--- src/rtl/ols_pkg.sv ---
package ols_pkg;

    // Fixed field widths of the request and response beats
    localparam int CMD_W    = 2;
    localparam int VALUE_W  = 32;
    localparam int STATUS_W = 2;
    localparam int POS_W    = 4;
    localparam int COUNT_W  = 5;

    localparam int DEPTH_DEFAULT      = 16;
    localparam int DATA_WIDTH_DEFAULT = 32;

    typedef enum logic [CMD_W-1:0] {
        CMD_PUSH   = 2'd0,
        CMD_POP    = 2'd1,
        CMD_REMOVE = 2'd2,
        CMD_SEARCH = 2'd3
    } t_cmd;

    typedef enum logic [STATUS_W-1:0] {
        STATUS_OK        = 2'd0,
        STATUS_EMPTY     = 2'd1,
        STATUS_FULL      = 2'd2,
        STATUS_NOT_FOUND = 2'd3
    } t_status;

    // Which data goes into result_value / position
    typedef enum logic [1:0] {
        RSP_PLAIN   = 2'd0,  // both zero
        RSP_POP     = 2'd1,  // oldest value, position zero
        RSP_FOUND   = 2'd2,  // scan index, value zero
        RSP_REMOVED = 2'd3   // scan index and the matching value
    } t_rsp_kind;

    // Controller -> datapath
    typedef struct packed {
        logic      capture;     // latch search key, clear scan index
        logic      step;        // advance scan index
        logic      push;        // shift cells up, insert at newest end
        logic      pop;         // drop oldest
        logic      remove_hit;  // close the gap at the scan index
        logic      write_rsp;   // load the response register
        t_status   status;
        t_rsp_kind kind;
    } t_dp_cmd;

    // Datapath -> controller
    typedef struct packed {
        logic empty;
        logic full;
        logic match;  // cell at scan index equals key
        logic last;   // scan index is the oldest held entry
    } t_dp_stat;

endpackage

--- src/rtl/ols_if.sv ---
interface ols_req_if;
    logic                               valid;
    logic                               ready;
    logic        [ols_pkg::CMD_W-1:0]   cmd;
    logic signed [ols_pkg::VALUE_W-1:0] value;

    modport source (output valid, output cmd, output value, input ready);
    modport sink   (input valid, input cmd, input value, output ready);
endinterface

interface ols_rsp_if;
    logic                                valid;
    logic                                ready;
    logic        [ols_pkg::STATUS_W-1:0] status;
    logic signed [ols_pkg::VALUE_W-1:0]  result_value;
    logic        [ols_pkg::POS_W-1:0]    position;
    logic        [ols_pkg::COUNT_W-1:0]  count;

    modport source (output valid, output status, output result_value,
                    output position, output count, input ready);
    modport sink   (input valid, input status, input result_value,
                    input position, input count, output ready);
endinterface

--- src/rtl/ols_ctrl.sv ---
module ols_ctrl (
    input  logic                      i_clk,
    input  logic                      i_rst_n,
    input  logic                      i_req_valid,
    input  logic [ols_pkg::CMD_W-1:0] i_req_cmd,
    output logic                      o_req_ready,
    output logic                      o_rsp_valid,
    input  logic                      i_rsp_ready,
    input  ols_pkg::t_dp_stat         i_stat,
    output ols_pkg::t_dp_cmd          o_cmd
);

    typedef enum logic {
        ST_IDLE,
        ST_SCAN
    } t_state;

    t_state r_state, n_state;
    logic   r_rsp_valid, n_rsp_valid;
    logic   r_is_remove, n_is_remove;

    always_comb begin
        n_state     = r_state;
        n_is_remove = r_is_remove;
        n_rsp_valid = r_rsp_valid && !i_rsp_ready;
        o_req_ready = 1'b0;

        o_cmd.capture    = 1'b0;
        o_cmd.step       = 1'b0;
        o_cmd.push       = 1'b0;
        o_cmd.pop        = 1'b0;
        o_cmd.remove_hit = 1'b0;
        o_cmd.write_rsp  = 1'b0;
        o_cmd.status     = ols_pkg::STATUS_OK;
        o_cmd.kind       = ols_pkg::RSP_PLAIN;

        case (r_state)
            ST_IDLE: begin
                o_req_ready = !r_rsp_valid || i_rsp_ready;
                if (o_req_ready && i_req_valid) begin
                    case (ols_pkg::t_cmd'(i_req_cmd))
                        ols_pkg::CMD_PUSH: begin
                            o_cmd.write_rsp = 1'b1;
                            if (i_stat.full) begin
                                o_cmd.status = ols_pkg::STATUS_FULL;
                            end else begin
                                o_cmd.push = 1'b1;
                            end
                        end
                        ols_pkg::CMD_POP: begin
                            o_cmd.write_rsp = 1'b1;
                            if (i_stat.empty) begin
                                o_cmd.status = ols_pkg::STATUS_EMPTY;
                            end else begin
                                o_cmd.pop  = 1'b1;
                                o_cmd.kind = ols_pkg::RSP_POP;
                            end
                        end
                        ols_pkg::CMD_REMOVE: begin
                            if (i_stat.empty) begin
                                o_cmd.write_rsp = 1'b1;
                                o_cmd.status    = ols_pkg::STATUS_EMPTY;
                            end else begin
                                o_cmd.capture = 1'b1;
                                n_is_remove   = 1'b1;
                                n_state       = ST_SCAN;
                            end
                        end
                        ols_pkg::CMD_SEARCH: begin
                            if (i_stat.empty) begin
                                o_cmd.write_rsp = 1'b1;
                                o_cmd.status    = ols_pkg::STATUS_NOT_FOUND;
                            end else begin
                                o_cmd.capture = 1'b1;
                                n_is_remove   = 1'b0;
                                n_state       = ST_SCAN;
                            end
                        end
                        default: begin
                            o_cmd.write_rsp = 1'b0;
                        end
                    endcase
                end
            end
            ST_SCAN: begin
                if (i_stat.match) begin
                    o_cmd.write_rsp = 1'b1;
                    n_state         = ST_IDLE;
                    if (r_is_remove) begin
                        o_cmd.remove_hit = 1'b1;
                        o_cmd.kind       = ols_pkg::RSP_REMOVED;
                    end else begin
                        o_cmd.kind = ols_pkg::RSP_FOUND;
                    end
                end else if (i_stat.last) begin
                    o_cmd.write_rsp = 1'b1;
                    o_cmd.status    = ols_pkg::STATUS_NOT_FOUND;
                    n_state         = ST_IDLE;
                end else begin
                    o_cmd.step = 1'b1;
                end
            end
            default: begin
                n_state = ST_IDLE;
            end
        endcase

        if (o_cmd.write_rsp) begin
            n_rsp_valid = 1'b1;
        end
    end

    always_ff @(posedge i_clk) begin
        if (!i_rst_n) begin
            r_state     <= ST_IDLE;
            r_rsp_valid <= 1'b0;
            r_is_remove <= 1'b0;
        end else begin
            r_state     <= n_state;
            r_rsp_valid <= n_rsp_valid;
            r_is_remove <= n_is_remove;
        end
    end

    assign o_rsp_valid = r_rsp_valid;

endmodule

--- src/rtl/ols_dp.sv ---
module ols_dp #(
    parameter int DEPTH      = ols_pkg::DEPTH_DEFAULT,
    parameter int DATA_WIDTH = ols_pkg::DATA_WIDTH_DEFAULT
) (
    input  logic                               i_clk,
    input  logic                               i_rst_n,
    input  logic signed [ols_pkg::VALUE_W-1:0] i_value,
    input  ols_pkg::t_dp_cmd                   i_cmd,
    output ols_pkg::t_dp_stat                  o_stat,
    output logic [ols_pkg::STATUS_W-1:0]       o_status,
    output logic signed [ols_pkg::VALUE_W-1:0] o_result_value,
    output logic [ols_pkg::POS_W-1:0]          o_position,
    output logic [ols_pkg::COUNT_W-1:0]        o_count
);

    localparam int IDX_W = $clog2(DEPTH);
    localparam int CNT_W = $clog2(DEPTH + 1);

    // cells[0] is the newest entry
    logic signed [DATA_WIDTH-1:0] r_cells [DEPTH];
    logic [CNT_W-1:0]             r_count, n_count;
    logic [IDX_W-1:0]             r_idx;
    logic signed [DATA_WIDTH-1:0] r_key;

    logic [ols_pkg::STATUS_W-1:0]       r_status;
    logic signed [ols_pkg::VALUE_W-1:0] r_rval;
    logic [ols_pkg::POS_W-1:0]          r_pos;
    logic [ols_pkg::COUNT_W-1:0]        r_rsp_count;

    logic signed [DATA_WIDTH-1:0] w_key_in;
    logic signed [DATA_WIDTH-1:0] w_tail;
    logic signed [DATA_WIDTH-1:0] w_scan;
    logic signed [DATA_WIDTH-1:0] w_rval;
    logic [ols_pkg::POS_W-1:0]    w_pos;

    assign w_key_in = DATA_WIDTH'(i_value);
    assign w_tail   = r_cells[IDX_W'(r_count - CNT_W'(1))];
    assign w_scan   = r_cells[r_idx];

    assign o_stat.empty = (r_count == '0);
    assign o_stat.full  = (r_count == CNT_W'(DEPTH));
    assign o_stat.match = (w_scan == r_key);
    assign o_stat.last  = ((CNT_W'(r_idx) + CNT_W'(1)) == r_count);

    always_comb begin
        n_count = r_count;
        if (i_cmd.push) begin
            n_count = r_count + CNT_W'(1);
        end else if (i_cmd.pop || i_cmd.remove_hit) begin
            n_count = r_count - CNT_W'(1);
        end
    end

    always_comb begin
        case (i_cmd.kind)
            ols_pkg::RSP_POP:     w_rval = w_tail;
            ols_pkg::RSP_REMOVED: w_rval = w_scan;
            default:              w_rval = '0;
        endcase
        if (i_cmd.kind == ols_pkg::RSP_FOUND || i_cmd.kind == ols_pkg::RSP_REMOVED) begin
            w_pos = ols_pkg::POS_W'(r_idx);
        end else begin
            w_pos = '0;
        end
    end

    // Shift chain: push moves every cell up one, remove pulls cells
    // above the hit down one.
    for (genvar k = 0; k < DEPTH; k++) begin : g_cell
        logic signed [DATA_WIDTH-1:0] w_below;
        logic signed [DATA_WIDTH-1:0] w_above;
        logic                         w_pull;

        if (k == 0) begin : g_first
            assign w_below = w_key_in;
        end else begin : g_rest
            assign w_below = r_cells[k-1];
        end

        if (k < DEPTH - 1) begin : g_pull
            assign w_above = r_cells[k+1];
            assign w_pull  = i_cmd.remove_hit && (IDX_W'(k) >= r_idx);
        end else begin : g_top
            assign w_above = r_cells[k];
            assign w_pull  = 1'b0;
        end

        always_ff @(posedge i_clk) begin
            if (i_cmd.push) begin
                r_cells[k] <= w_below;
            end else if (w_pull) begin
                r_cells[k] <= w_above;
            end
        end
    end

    always_ff @(posedge i_clk) begin
        if (!i_rst_n) begin
            r_count <= '0;
        end else begin
            r_count <= n_count;
        end
    end

    always_ff @(posedge i_clk) begin
        if (i_cmd.capture) begin
            r_key <= w_key_in;
            r_idx <= '0;
        end else if (i_cmd.step) begin
            r_idx <= r_idx + IDX_W'(1);
        end
        if (i_cmd.write_rsp) begin
            r_status    <= i_cmd.status;
            r_rval      <= ols_pkg::VALUE_W'(w_rval);
            r_pos       <= w_pos;
            r_rsp_count <= ols_pkg::COUNT_W'(n_count);
        end
    end

    assign o_status       = r_status;
    assign o_result_value = r_rval;
    assign o_position     = r_pos;
    assign o_count        = r_rsp_count;

endmodule

--- src/rtl/ordered_list_store.sv ---
// Push and pop answer from the response register, which loads at accept.
// Remove and search scan one cell per cycle from the newest end until a hit or
// the oldest held entry; on an empty store they answer at accept as well.
// One beat at a time: the next request is taken when the response slot frees,
// and no request is taken while a scan runs.
// Reset (i_rst_n low, synchronous): count and handshake state cleared; cells keep data.
module ordered_list_store #(
    parameter int DEPTH      = ols_pkg::DEPTH_DEFAULT,
    parameter int DATA_WIDTH = ols_pkg::DATA_WIDTH_DEFAULT
) (
    input  logic       i_clk,
    input  logic       i_rst_n,
    ols_req_if.sink    i_req,
    ols_rsp_if.source  o_rsp
);

    // Command and status bundles between the sequencer and the cell chain
    ols_pkg::t_dp_cmd  w_cmd;
    ols_pkg::t_dp_stat w_stat;

    // Sequencer: takes a request beat, decides between an immediate answer
    // (push, pop, anything on an empty store) and a scan, and owns the
    // response valid. A new request beat is taken in the same cycle the
    // waiting response beat leaves.
    ols_ctrl u_ctrl (
        .i_clk       (i_clk),
        .i_rst_n     (i_rst_n),
        .i_req_valid (i_req.valid),
        .i_req_cmd   (i_req.cmd),
        .o_req_ready (i_req.ready),
        .o_rsp_valid (o_rsp.valid),
        .i_rsp_ready (o_rsp.ready),
        .i_stat      (w_stat),
        .o_cmd       (w_cmd)
    );

    // Cell chain: newest at index 0. Push shifts the chain up, remove closes
    // the gap above the hit, pop only drops the fill count. The scan compares
    // one cell per cycle against the latched key.
    ols_dp #(
        .DEPTH      (DEPTH),
        .DATA_WIDTH (DATA_WIDTH)
    ) u_dp (
        .i_clk          (i_clk),
        .i_rst_n        (i_rst_n),
        .i_value        (i_req.value),
        .i_cmd          (w_cmd),
        .o_stat         (w_stat),
        .o_status       (o_rsp.status),
        .o_result_value (o_rsp.result_value),
        .o_position     (o_rsp.position),
        .o_count        (o_rsp.count)
    );

endmodule

--- src/flat_wrapper.sv ---
// flat-port wrapper written by rule: the top's interface ports become plain ports
module ordered_list_store_flat 
#(
    parameter int DEPTH      = ols_pkg::DEPTH_DEFAULT,
    parameter int DATA_WIDTH = ols_pkg::DATA_WIDTH_DEFAULT
)
  (i_clk, i_rst_n, i_req_valid, i_req_cmd, i_req_value, i_req_ready, o_rsp_valid, o_rsp_status, o_rsp_result_value, o_rsp_position, o_rsp_count, o_rsp_ready);
  ols_req_if i_req_i ();
  ols_rsp_if o_rsp_i ();
  input  logic i_clk;
  input  logic i_rst_n;
  input wire logic [$bits(i_req_i.valid)-1:0] i_req_valid;
  input wire logic [$bits(i_req_i.cmd)-1:0] i_req_cmd;
  input wire logic [$bits(i_req_i.value)-1:0] i_req_value;
  output wire logic [$bits(i_req_i.ready)-1:0] i_req_ready;
  output wire logic [$bits(o_rsp_i.valid)-1:0] o_rsp_valid;
  output wire logic [$bits(o_rsp_i.status)-1:0] o_rsp_status;
  output wire logic [$bits(o_rsp_i.result_value)-1:0] o_rsp_result_value;
  output wire logic [$bits(o_rsp_i.position)-1:0] o_rsp_position;
  output wire logic [$bits(o_rsp_i.count)-1:0] o_rsp_count;
  input wire logic [$bits(o_rsp_i.ready)-1:0] o_rsp_ready;
  assign i_req_i.valid = i_req_valid;
  assign i_req_i.cmd = i_req_cmd;
  assign i_req_i.value = i_req_value;
  assign i_req_ready = i_req_i.ready;
  assign o_rsp_valid = o_rsp_i.valid;
  assign o_rsp_status = o_rsp_i.status;
  assign o_rsp_result_value = o_rsp_i.result_value;
  assign o_rsp_position = o_rsp_i.position;
  assign o_rsp_count = o_rsp_i.count;
  assign o_rsp_i.ready = o_rsp_ready;
  ordered_list_store #(.DEPTH(DEPTH), .DATA_WIDTH(DATA_WIDTH)) u_core (.i_clk(i_clk), .i_rst_n(i_rst_n), .i_req(i_req_i), .o_rsp(o_rsp_i));
endmodule
--- config.mk ---
export PLATFORM = sky130hd
export DESIGN_NAME = ordered_list_store_flat
export DESIGN_NICKNAME = d
export VERILOG_FILES = /design/src/rtl/ols_pkg.sv /design/src/rtl/ols_if.sv /design/src/rtl/ols_ctrl.sv /design/src/rtl/ols_dp.sv /design/src/rtl/ordered_list_store.sv /design/src/flat_wrapper.sv
export SDC_FILE = /design/constraint.sdc
export NUM_CORES = 1
export LEC_CHECK = 0
export BUFFER_PORTS_ARGS = -buffer_cell sky130_fd_sc_hd__buf_2
export CORE_UTILIZATION = 55
export DETAILED_ROUTE_END_ITERATION = 10
export PLACE_DENSITY = 0.72
export SKIP_CTS_REPAIR_TIMING = 1
export SYNTH_ARGS = -nofsm -noshare
export SYNTH_HDL_FRONTEND = slang
export SYNTH_SLANG_ARGS = --single-unit
export TNS_END_PERCENT = 5
--- constraint.sdc ---
create_clock -name i_clk -period 6.75 [get_ports i_clk]
set_input_delay 0.3375 -clock i_clk [delete_from_list [all_inputs] [get_ports i_clk]]
set_output_delay 0.3375 -clock i_clk [all_outputs]
set_load 0.02 [all_outputs]
# After elaboration in Yosys (flattened, before gate mapping)
# Memory sizes are Yosys's and may differ from the RTL's. A register that Yosys moved wholly into a read port is not among the register bits.
# Index checks and enable logic that the tools add are counted.
word_totals:
  register_bits: 87
  mem_bits_rw: 512
  input_bits: 38
  output_inout_bits: 45
  elab_cells: 186
  memories: 1
classes:
  addsub: 4
  order_cmp: 15
  eq_ne: 11
  n_mux: 102
  n_bitwise: 16
  reduce_logical: 27
memory_table:
  columns: ["memory", "depth", "word_bits", "rd", "rd_clocked_by_memory_dff", "wr", "line_no", "source"]
  rows:
  - ["u_core.u_dp.r_cells", 16, 32, 18, 1, 16, "ols_dp.sv:20", "logic signed [DATA_WIDTH-1:0] r_cells [DEPTH];"]
op_table:
  columns: ["cell", "n"]
  rows:
  - ["two-way mux 32 bit", 15]
  - ["two-way mux 1 bit", 69]
  - ["one-hot mux 32 bit (2 select lines)", 1]
  - ["== test 32 bit", 1]
  - ["greater-or-equal comparator 4 bit, first input constant", 7]
  - ["logical AND 1 bit", 17]
  - ["greater-or-equal comparator 3 x 4 -> 1 bit, first input constant", 4]
  - ["two-way mux 5 bit", 3]
  - ["OR 1 bit", 15]
  - ["one-hot mux 3 bit (4 select lines)", 1]
  - ["two-way mux 2 bit", 5]
  - ["one-hot mux 5 bit (2 select lines)", 1]
  - ["two-way mux 3 bit", 3]
  - ["== test 2 bit, second input constant", 4]
  - ["greater-or-equal comparator 1 x 4 -> 1 bit, first input constant", 2]
  - ["greater-or-equal comparator 2 x 4 -> 1 bit, first input constant", 2]
  - ["two-way mux 4 bit", 2]
  - ["adder 4 x 1 -> 5 bit, second input constant", 1]
  - ["adder 5 x 1 -> 5 bit, second input constant", 1]
  - ["== test 5 bit", 1]
  - ["== test 5 bit, second input constant", 1]
  - ["logical NOT 5 bit", 1]
  - ["AND reduction 5 bit", 1]
  - ["subtractor 5 x 1 -> 5 bit, second input constant", 1]
  - ["other kinds (10)", 16]

# Depth between registers and ports, before layout
# Gate-level depths: netlist of run 1.
logic_depth:
  depth_word: 8
  depth_mapped: 16
  depth_no_buf: 10

# Hierarchy
# Synthesis of run 1 repeated with hierarchy kept, for this count alone.
unflattened:
  hier_cells: 2164
  area_unflattened_um2: 33990.1
by_module_without_submodules:
  columns: ["mod", "n_inst", "cells_per_inst", "area_each_um2", "seq_area_each_um2"]
  rows:
  - ["ols_dp", 1, 2134, 33738.6, 17887.2]
  - ["ols_ctrl", 1, 30, 251.5, 60.1]

# Worst setup path after synthesis of run 1
# OpenSTA, ideal clock, no wires.
synth_timing:
  kind: "flip-flop to flip-flop"
  from: "reg with a tool-made name"
  to: "reg u_core.u_dp.r_rsp_count, in the netlist u_core.u_dp.o_count[0], enable pin"
  setup_time_ns: 0.460
  t_arrival_ns: 5.125
  t_required_ns: 6.290
  slack_ns: 1.166
  stages_incl_launch_ff: 12
  path_buffers: 3
  period_less_slack_ns: 5.584
  path_cell_list: "dfxtp_1 > buf_2 > buf_2 > buf_1 > mux4_2 > mux2i_1 > mux2i_1 > xnor2_1 > o2111ai_1 > or4b_2 > o31a_1 > a21oi_1"
synth_lines:
  columns: ["item", "line_no", "source"]
  rows:
  - ["end signal, assigned", "ols_dp.sv:116", "r_rsp_count <= ols_pkg::COUNT_W'(n_count);"]
  - ["end, declared", "ols_dp.sv:28", "logic [ols_pkg::COUNT_W-1:0] r_rsp_count;"]

==> run summary, run 1 <==
Number of enable flip-flop cells after synthesis -> 587
Area occupied by multi-input gates -> 0.01521 mm2
Peak Freq -> 176.2 MHz
Post-synth cell types -> 64
Hold path startpoint -> i_rst_n
Gr ovfl total -> 0
Power Density -> 308.0 mW/mm2
Die W -> 250.2 um
Synth warnings -> 0
Skew final -> 0.02913 ns
Post-DP HPWL -> 66.08 mm
Synth Register Bits -> 603
Final setup vio count -> 0
Nets -> 2234
Routed WL per cell -> 36.56 um
TritonCTS Buffers -> 68
I/O pin count -> 83
Initial antenna violation count -> 2
Root buffer cell -> clkbuf_16
Worst-path maximum fanout -> 44
Top post-synthesis cells by area -> edfxtp_1, mux4_2, mux2_2
FP Rows -> 90
CTS max path bufs -> 3
Starting DRT DRC Count -> 3251
Port Buffers -> 82
Met3 usage -> 0.09114
Clk slew on worst S/H paths -> 0.06 ns
VDD IR max -> 0.2015 mV
Worst Path Required -> 7.06 ns
ANT cells -> 0
Prevailing post-synth register cell -> edfxtp_1
Unrepaired setup endpoints after global routing -> no
Lkg Pwr -> 0.01248 uW
Vias per cell -> 7.503
TNS Setup -> 0 ns
Setup crit end kind -> flop
Placer Congestion -> 0.8991
Post-route ant nets -> 0
Min-Delay Path Class -> input pin to flop
Final Core Density -> 0.6261
Post-synth ARST share -> 0
Slew Limit Fails -> 0
Mapped cell area -> 0.03387 mm2
Share of layout cells above drive strength 1 -> 0.4532
Drt drc -> 0
First-pass GRT wire length -> 157.9 mm
Syn nets -> 2127
Most used routing layer -> met1
Worst skew pair latency -> 0.63 ns
Drt pass-1 iters -> 8
CP Launch Type -> flop
Fin crit share -> 0.8406
Syn-to-layout area delta -> 12.00%
Avg Cell Area, Syn -> 16.25 um2
Final WL -> 110.6 mm
Clock sinks -> 603
Cell taking the most area after synthesis -> edfxtp_1
Critical path class -> flop to flop
CTS H-tree depth -> 3
Area of the die -> 0.06258 mm2
Post-synth top area share -> 0.5204
Core area -> 0.06058 mm2
Slew at the pin closest to its max-slew limit -> 1.166 ns
CTS tree -> done
Top-count cell post-synth -> edfxtp_1
Register area -> 0.01796 mm2
Pin count of the biggest net entering global routing -> 59
Die Ht -> 250.2 um
M1 GR Usage -> 0.5140
Critical Path AT -> 5.98 ns
Commonest cells in the netlist -> edfxtp_1, mux2_2, mux4_2
GR Util All Layers -> 0.3540
Met2 Track Usage GR -> 0.5048
Starting Density -> 0.5590
Vias in the first global route -> 21800
Final hold violations -> 0
Status -> finished, final reports clean
Via Count -> 22700
Post-layout minimum cycle time -> 5.674 ns
Slew HR -> 0.2225
Seq/Total Area, Yosys -> 0.5299
Maximum Capacitance Violations -> 0
Fillers -> 4306
Synth Instances -> 2084
flip-flops by register name, indices dropped and copies added (netlist names), named ones only:
signal and count:
u_core.u_ctrl.o_rsp_valid 1, u_core.u_dp.o_count 5, u_core.u_dp.r_idx 4, u_core.u_dp.r_cells 512, u_core.u_ctrl.r_is_remove 1, u_core.u_dp.o_status 2, u_core.u_dp.o_result_value 32, u_core.u_dp.r_key 32
u_core.u_ctrl.r_state 1, u_core.u_dp.r_count 5, u_core.u_dp.o_position 4
report_power, final:
part           switching [uW]  internal (uW)  total, uW
combinational            1900           1360       3260
sequential                250           4310       4560
clock                    1560           2300       3860
metal layers:
layer	part of all wire	wire, um	vias up
li1	-	-	8714
met1	0.38	41530	11660
met2	0.43	48030	2003
met3	0.14	15880	321
met4	0.047	5173	2
met5	0.000099	11	-
final timing paths:
| kind | to | depth (start not counted) | slack [ns] |
|---|---|---|---|
| setup / recovery | u_core.u_dp.r_cells[14][21]$_DFFE_PP_ | 12 | 1.08 |
| setup reg to reg | u_core.u_dp.r_cells[14][21]$_DFFE_PP_ | 12 | 1.08 |
| hold reg to reg | u_core.u_dp.r_cells[15][25]$_DFFE_PP_ | 0 | 0.51 |
| hold / removal | u_core.u_ctrl.o_rsp_valid$_SDFF_PN0_ | 2 | 0.005 |
cell usage in the layout (no fill, tap or decap), drive strengths merged, types with 3 or more instances in the layout:
cell and instances:
a2111oi 3, a211oi 6, a21o 4, a21oi 16
a221oi 3, a22oi 18, a31oi 3, a32o 25
and2 11, and3 4, buf 159, bufinv 10
clkbuf 87, clkinv 22, dfxtp 16, dlygate4sd3 31
edfxtp 587, ha 5, inv 14, mux2 490
mux2i 136, mux4 241, nand2 130, nand2b 11
nand3 16, nand4 5, nor2 36, nor2b 10
nor3 12, nor4 6, o21ai 25, o22ai 15
or2 11, or3 4, xnor2 15, xor2 32
layout make-up:
class,count,area share
clock buffer,87,0.04812
clock inverter,36,0.01158
inverter,10,0.0009895
multi-input combinational,1318,0.4011
sequential,603,0.4736
tap,782,0.02579
timing repair buffer,190,0.03886
per-stage QoR:
step	hold WS, ns	power, uW	area [um2]	cells	worst slack (ns)
final	0.004646	11680	37930	3026	1.076
after CTS	-0.1201	11600	37620	2995	1.274
after global routing	0.01808	11980	37930	3026	1.063
after floorplan	0.4331	6754	33870	2084	1.166
after global placement	0.4809	7752	35360	2872	1.426
after detailed placement	0.4947	7790	35360	2872	1.367
logic make-up after synthesis:
| group | after synthesis | share of synthesized area |
|---|---|---|
| AO/OA/AOI/OAI | 135 | 0.02948 |
| XOR/XNOR | 47 | 0.01215 |
| buffers and inverters | 163 | 0.02490 |
| multiplexers | 867 | 0.3634 |
| flip-flops | 603 | 0.5299 |
| AND/OR/NAND/NOR | 264 | 0.03835 |
| adder cells (fa/ha/maj) | 5 | 0.001847 |
worst max-delay path: stages, from the launching register on:
cell     delay [ns]
dfxtp_4        0.70
buf_12         0.39
mux4_2         0.56
a22oi_1        0.20
nand2_1        0.11
xor2_1         0.18
nor4_1         0.78
and4b_1        0.32
and4_2         0.47
nand2_2        0.06
buf_4          0.35
nand2_2        0.81
buf_4          0.37
No activity file was read; power rests on OpenSTA's default activity.
==> run 2, diff against run 1 <==
==> constraint.sdc (replaced) <==
create_clock -name i_clk -period 5.4 [get_ports i_clk]
set_input_delay 0.27 -clock i_clk [delete_from_list [all_inputs] [get_ports i_clk]]
set_output_delay 0.27 -clock i_clk [all_outputs]
set_load 0.02 [all_outputs]
==> run 2 against run 1 <==
The run now ends with negative hold slack left. Utilization increased by 0.91 points. Design area increased by 1.5%. Clock power rose by 19%. Sequential cell count stayed put. Sequential share of layout area is 0.68 points lower. Sequential power is 26% higher. Worst hold slack got worse by 0.0070 ns. Count of clock-buffer cells in the layout up 2. Routed wire length decreased by 0.51%. Largest cell class unchanged. Largest power group unchanged.
==> run summary, run 2 (synthesis gave the netlist of run 1 again) <==
Status -> finished, violations left (was finished, final reports clean)
Failing checks -> negative hold slack
M1 GR Usage -> 0.5161 (was 0.5140)
Root buffer cell -> clkbuf_16 (unchanged)
CTS max path bufs -> 3 (unchanged)
Initial antenna violation count -> 1 (was 2)
Largest register FFs -> 512 (unchanged)
Vias in the first global route -> 21940 (was 21800)
VDD IR max -> 0.2856 mV (was 0.2015 mV)
Most common cell after layout, fill and taps aside -> edfxtp_1 (unchanged)
Core area -> 0.06058 mm2 (unchanged)
Worst Setup Slack, final -> 0.2355 ns (was 1.076 ns)
TNS Setup -> 0 ns (unchanged)
Area of the die -> 0.06258 mm2 (unchanged)
Lkg Pwr -> 0.01275 uW (was 0.01248 uW)
Post-route ant nets -> 0 (unchanged)
Area occupied by multi-input gates -> 0.01523 mm2 (was 0.01521 mm2)
Final setup vio count -> 0 (unchanged)
Critical path class -> flop to flop (unchanged)
Worst-path maximum fanout -> 38 (was 44)
Port Buffers -> 82 (unchanged)
Register area -> 0.01796 mm2 (unchanged)
Gr ovfl total -> 0 (unchanged)
Fin Hold WS -> -0.002355 ns (was 0.004646 ns)
Top reg by flops -> u_core.u_dp.r_cells (unchanged)
Final WL -> 110.1 mm (was 110.6 mm)
Slew HR -> 0.1951 (was 0.2225)
Fin crit share -> 0.9564 (was 0.8406)
Final Cell Area -> 0.03848 mm2 (was 0.03793 mm2)
Starting DRT DRC Count -> 3491 (was 3251)
Critical path's top delay family -> buffers and inverters (was simple AND/OR/NAND/NOR gates)
Clock share of power -> 0.318 (was 0.331)
Slowest Stage Delay on Critical Path -> 0.77 ns (was 0.81 ns)
Power Density -> 377.1 mW/mm2 (was 308.0 mW/mm2)
Sw Share -> 0.3193 (was 0.3179)
Slew at the pin closest to its max-slew limit -> 1.207 ns (was 1.166 ns)
Worst Path Buf+Inv -> 4 (was 3)
Vias per cell -> 7.412 (was 7.503)
CTS H-tree depth -> 3 (unchanged)
Fillers -> 4288 (was 4306)
Peak Freq -> 193.6 MHz (was 176.2 MHz)
FP Rows -> 90 (unchanged)
Starting Density -> 0.5590 (unchanged)
TritonCTS Buffers -> 68 (unchanged)
Maximum Capacitance Violations -> 0 (unchanged)
First-pass GRT wire length -> 158.9 mm (was 157.9 mm)
I/O pin count -> 83 (unchanged)
GR Util All Layers -> 0.3541 (was 0.3540)
Routed WL per cell -> 35.85 um (was 36.56 um)
CTS tree -> done (unchanged)
Met3 usage -> 0.08978 (was 0.09114)
Unrepaired setup endpoints after global routing -> no (unchanged)
Final hold violations -> 1 (was 0)
Post-Place Worst Slack -> 0.3826 ns (was 1.367 ns)
Worst Path Required -> 5.67 ns (was 7.06 ns)
P_sw -> 4633 uW (was 3713 uW)
Most used routing layer -> met2 (was met1)
Share of layout cells above drive strength 1 -> 0.4642 (was 0.4532)
Cells along the critical path -> buf_4 -> mux2i_1 -> mux4_2 -> xor2_1 -> nand3_1 -> nor4_1 -> o21a_1 -> nand4_1 -> buf_4 -> a211oi_4 -> buf_12 -> or2_2 -> buf_12 (was buf_12 -> mux4_2 -> a22oi_1 -> nand2_1 -> xor2_1 -> nor4_1 -> and4b_1 -> and4_2 -> nand2_2 -> buf_4 -> nand2_2 -> buf_4)
Worst skew pair latency -> 0.62 ns (was 0.63 ns)
Power share of the combinational group -> 0.286 (was 0.279)
Clk slew on worst S/H paths -> 0.06 ns (about the same)
Placer Congestion -> 0.9317 (was 0.8991)
Nets -> 2283 (was 2234)
Drt drc -> 0 (unchanged)
Post-DP HPWL -> 68.15 mm (was 66.08 mm)
Pin count of the biggest net entering global routing -> 114 (was 59)
Critical-path top delay cell -> dfxtp_4 (was nand2_2)
Most frequent cells in the layout -> edfxtp_1, mux2_2, mux4_2, mux2i_1, nand2_1 (unchanged)
Met2 Track Usage GR -> 0.5169 (was 0.5048)
Cell Int Power -> 9877 uW (was 7968 uW)
Syn-to-layout area delta -> 13.62% (was 12.00%)
Setup crit end kind -> flop (unchanged)
ANT cells -> 0 (unchanged)
Drt pass-1 iters -> 6 (was 8)
Post-DP Area -> 0.03598 mm2 (was 0.03536 mm2)
Min-Delay Path Class -> input pin to flop (unchanged)
Post-layout minimum cycle time -> 5.165 ns (was 5.674 ns)
Clock sinks -> 603 (unchanged)
Skew final -> 0.02392 ns (was 0.02913 ns)
Critical Path AT -> 5.43 ns (was 5.98 ns)
Slew Limit Fails -> 0 (unchanged)
CP Launch Type -> flop (unchanged)
Reg power frac -> 0.396 (was 0.391)
Via Count -> 22760 (was 22700)
Die Ht -> 250.2 um (unchanged)
Die W -> 250.2 um (unchanged)
-- run 2: tightest hold or removal path, cell delays in order --
cell	delay, ns
buf_2	0.08
nor2b_1	0.04
o21a_1	0.17
-- run 2: final timing paths --
kind / from / end / slack (ns) / cells past startpoint
max: flop / u_core.u_dp.r_cells[6][20]$_DFFE_PP_ / 0.24 / 13
max reg2reg: flop / u_core.u_dp.r_cells[6][20]$_DFFE_PP_ / 0.24 / 13
min reg2reg: u_core.u_dp.r_cells[14][26]$_DFFE_PP_ / u_core.u_dp.r_cells[15][26]$_DFFE_PP_ / 0.51 / 0
min: o_rsp_ready / u_core.u_ctrl.o_rsp_valid$_SDFF_PN0_ / -0.002 / 3
-- run 2: routing by layer --
layer | wire length, um | share of wire
met2 | 49030 | 0.45
met3 | 14860 | 0.14
met4 | 4094 | 0.037
met5 | 0 | 0
met1 | 42090 | 0.38
-- run 2: layout make-up --
| type | instances | share of cell area |
|---|---|---|
| Clock inverter | 29 | 0.006828 |
| Sequential cell | 603 | 0.4668 |
| Multi-Input combinational cell | 1318 | 0.3958 |
| Tap cell | 782 | 0.02543 |
| Clock buffer | 89 | 0.04929 |
| Timing Repair Buffer | 239 | 0.05488 |
| Inverter | 10 | 0.0009754 |
-- run 2: per-stage QoR --
step           utilization  hold WS, ns  std cells  power, uW
2_1_floorplan            -       0.3656       2084       8442
3_3_place_gp        0.5939       0.4612       2918       9798
3_5_place_dp        0.5939       0.4634       2918       9853
4_1_cts             0.6296      -0.1695       3036      14430
5_1_grt             0.6352      0.01209       3070      14890
6_report            0.6352    -0.002355       3070      14510
-- run 2: power by group through the flow --
stage	combinational, uW	clock (uW)	sequential [uW]
floorplan	2790	0	5650
global placement	3980	0	5820
detailed placement	4020	0	5840
CTS	4050	4640	5740
global route	4300	4810	5780
finish	4150	4610	5750
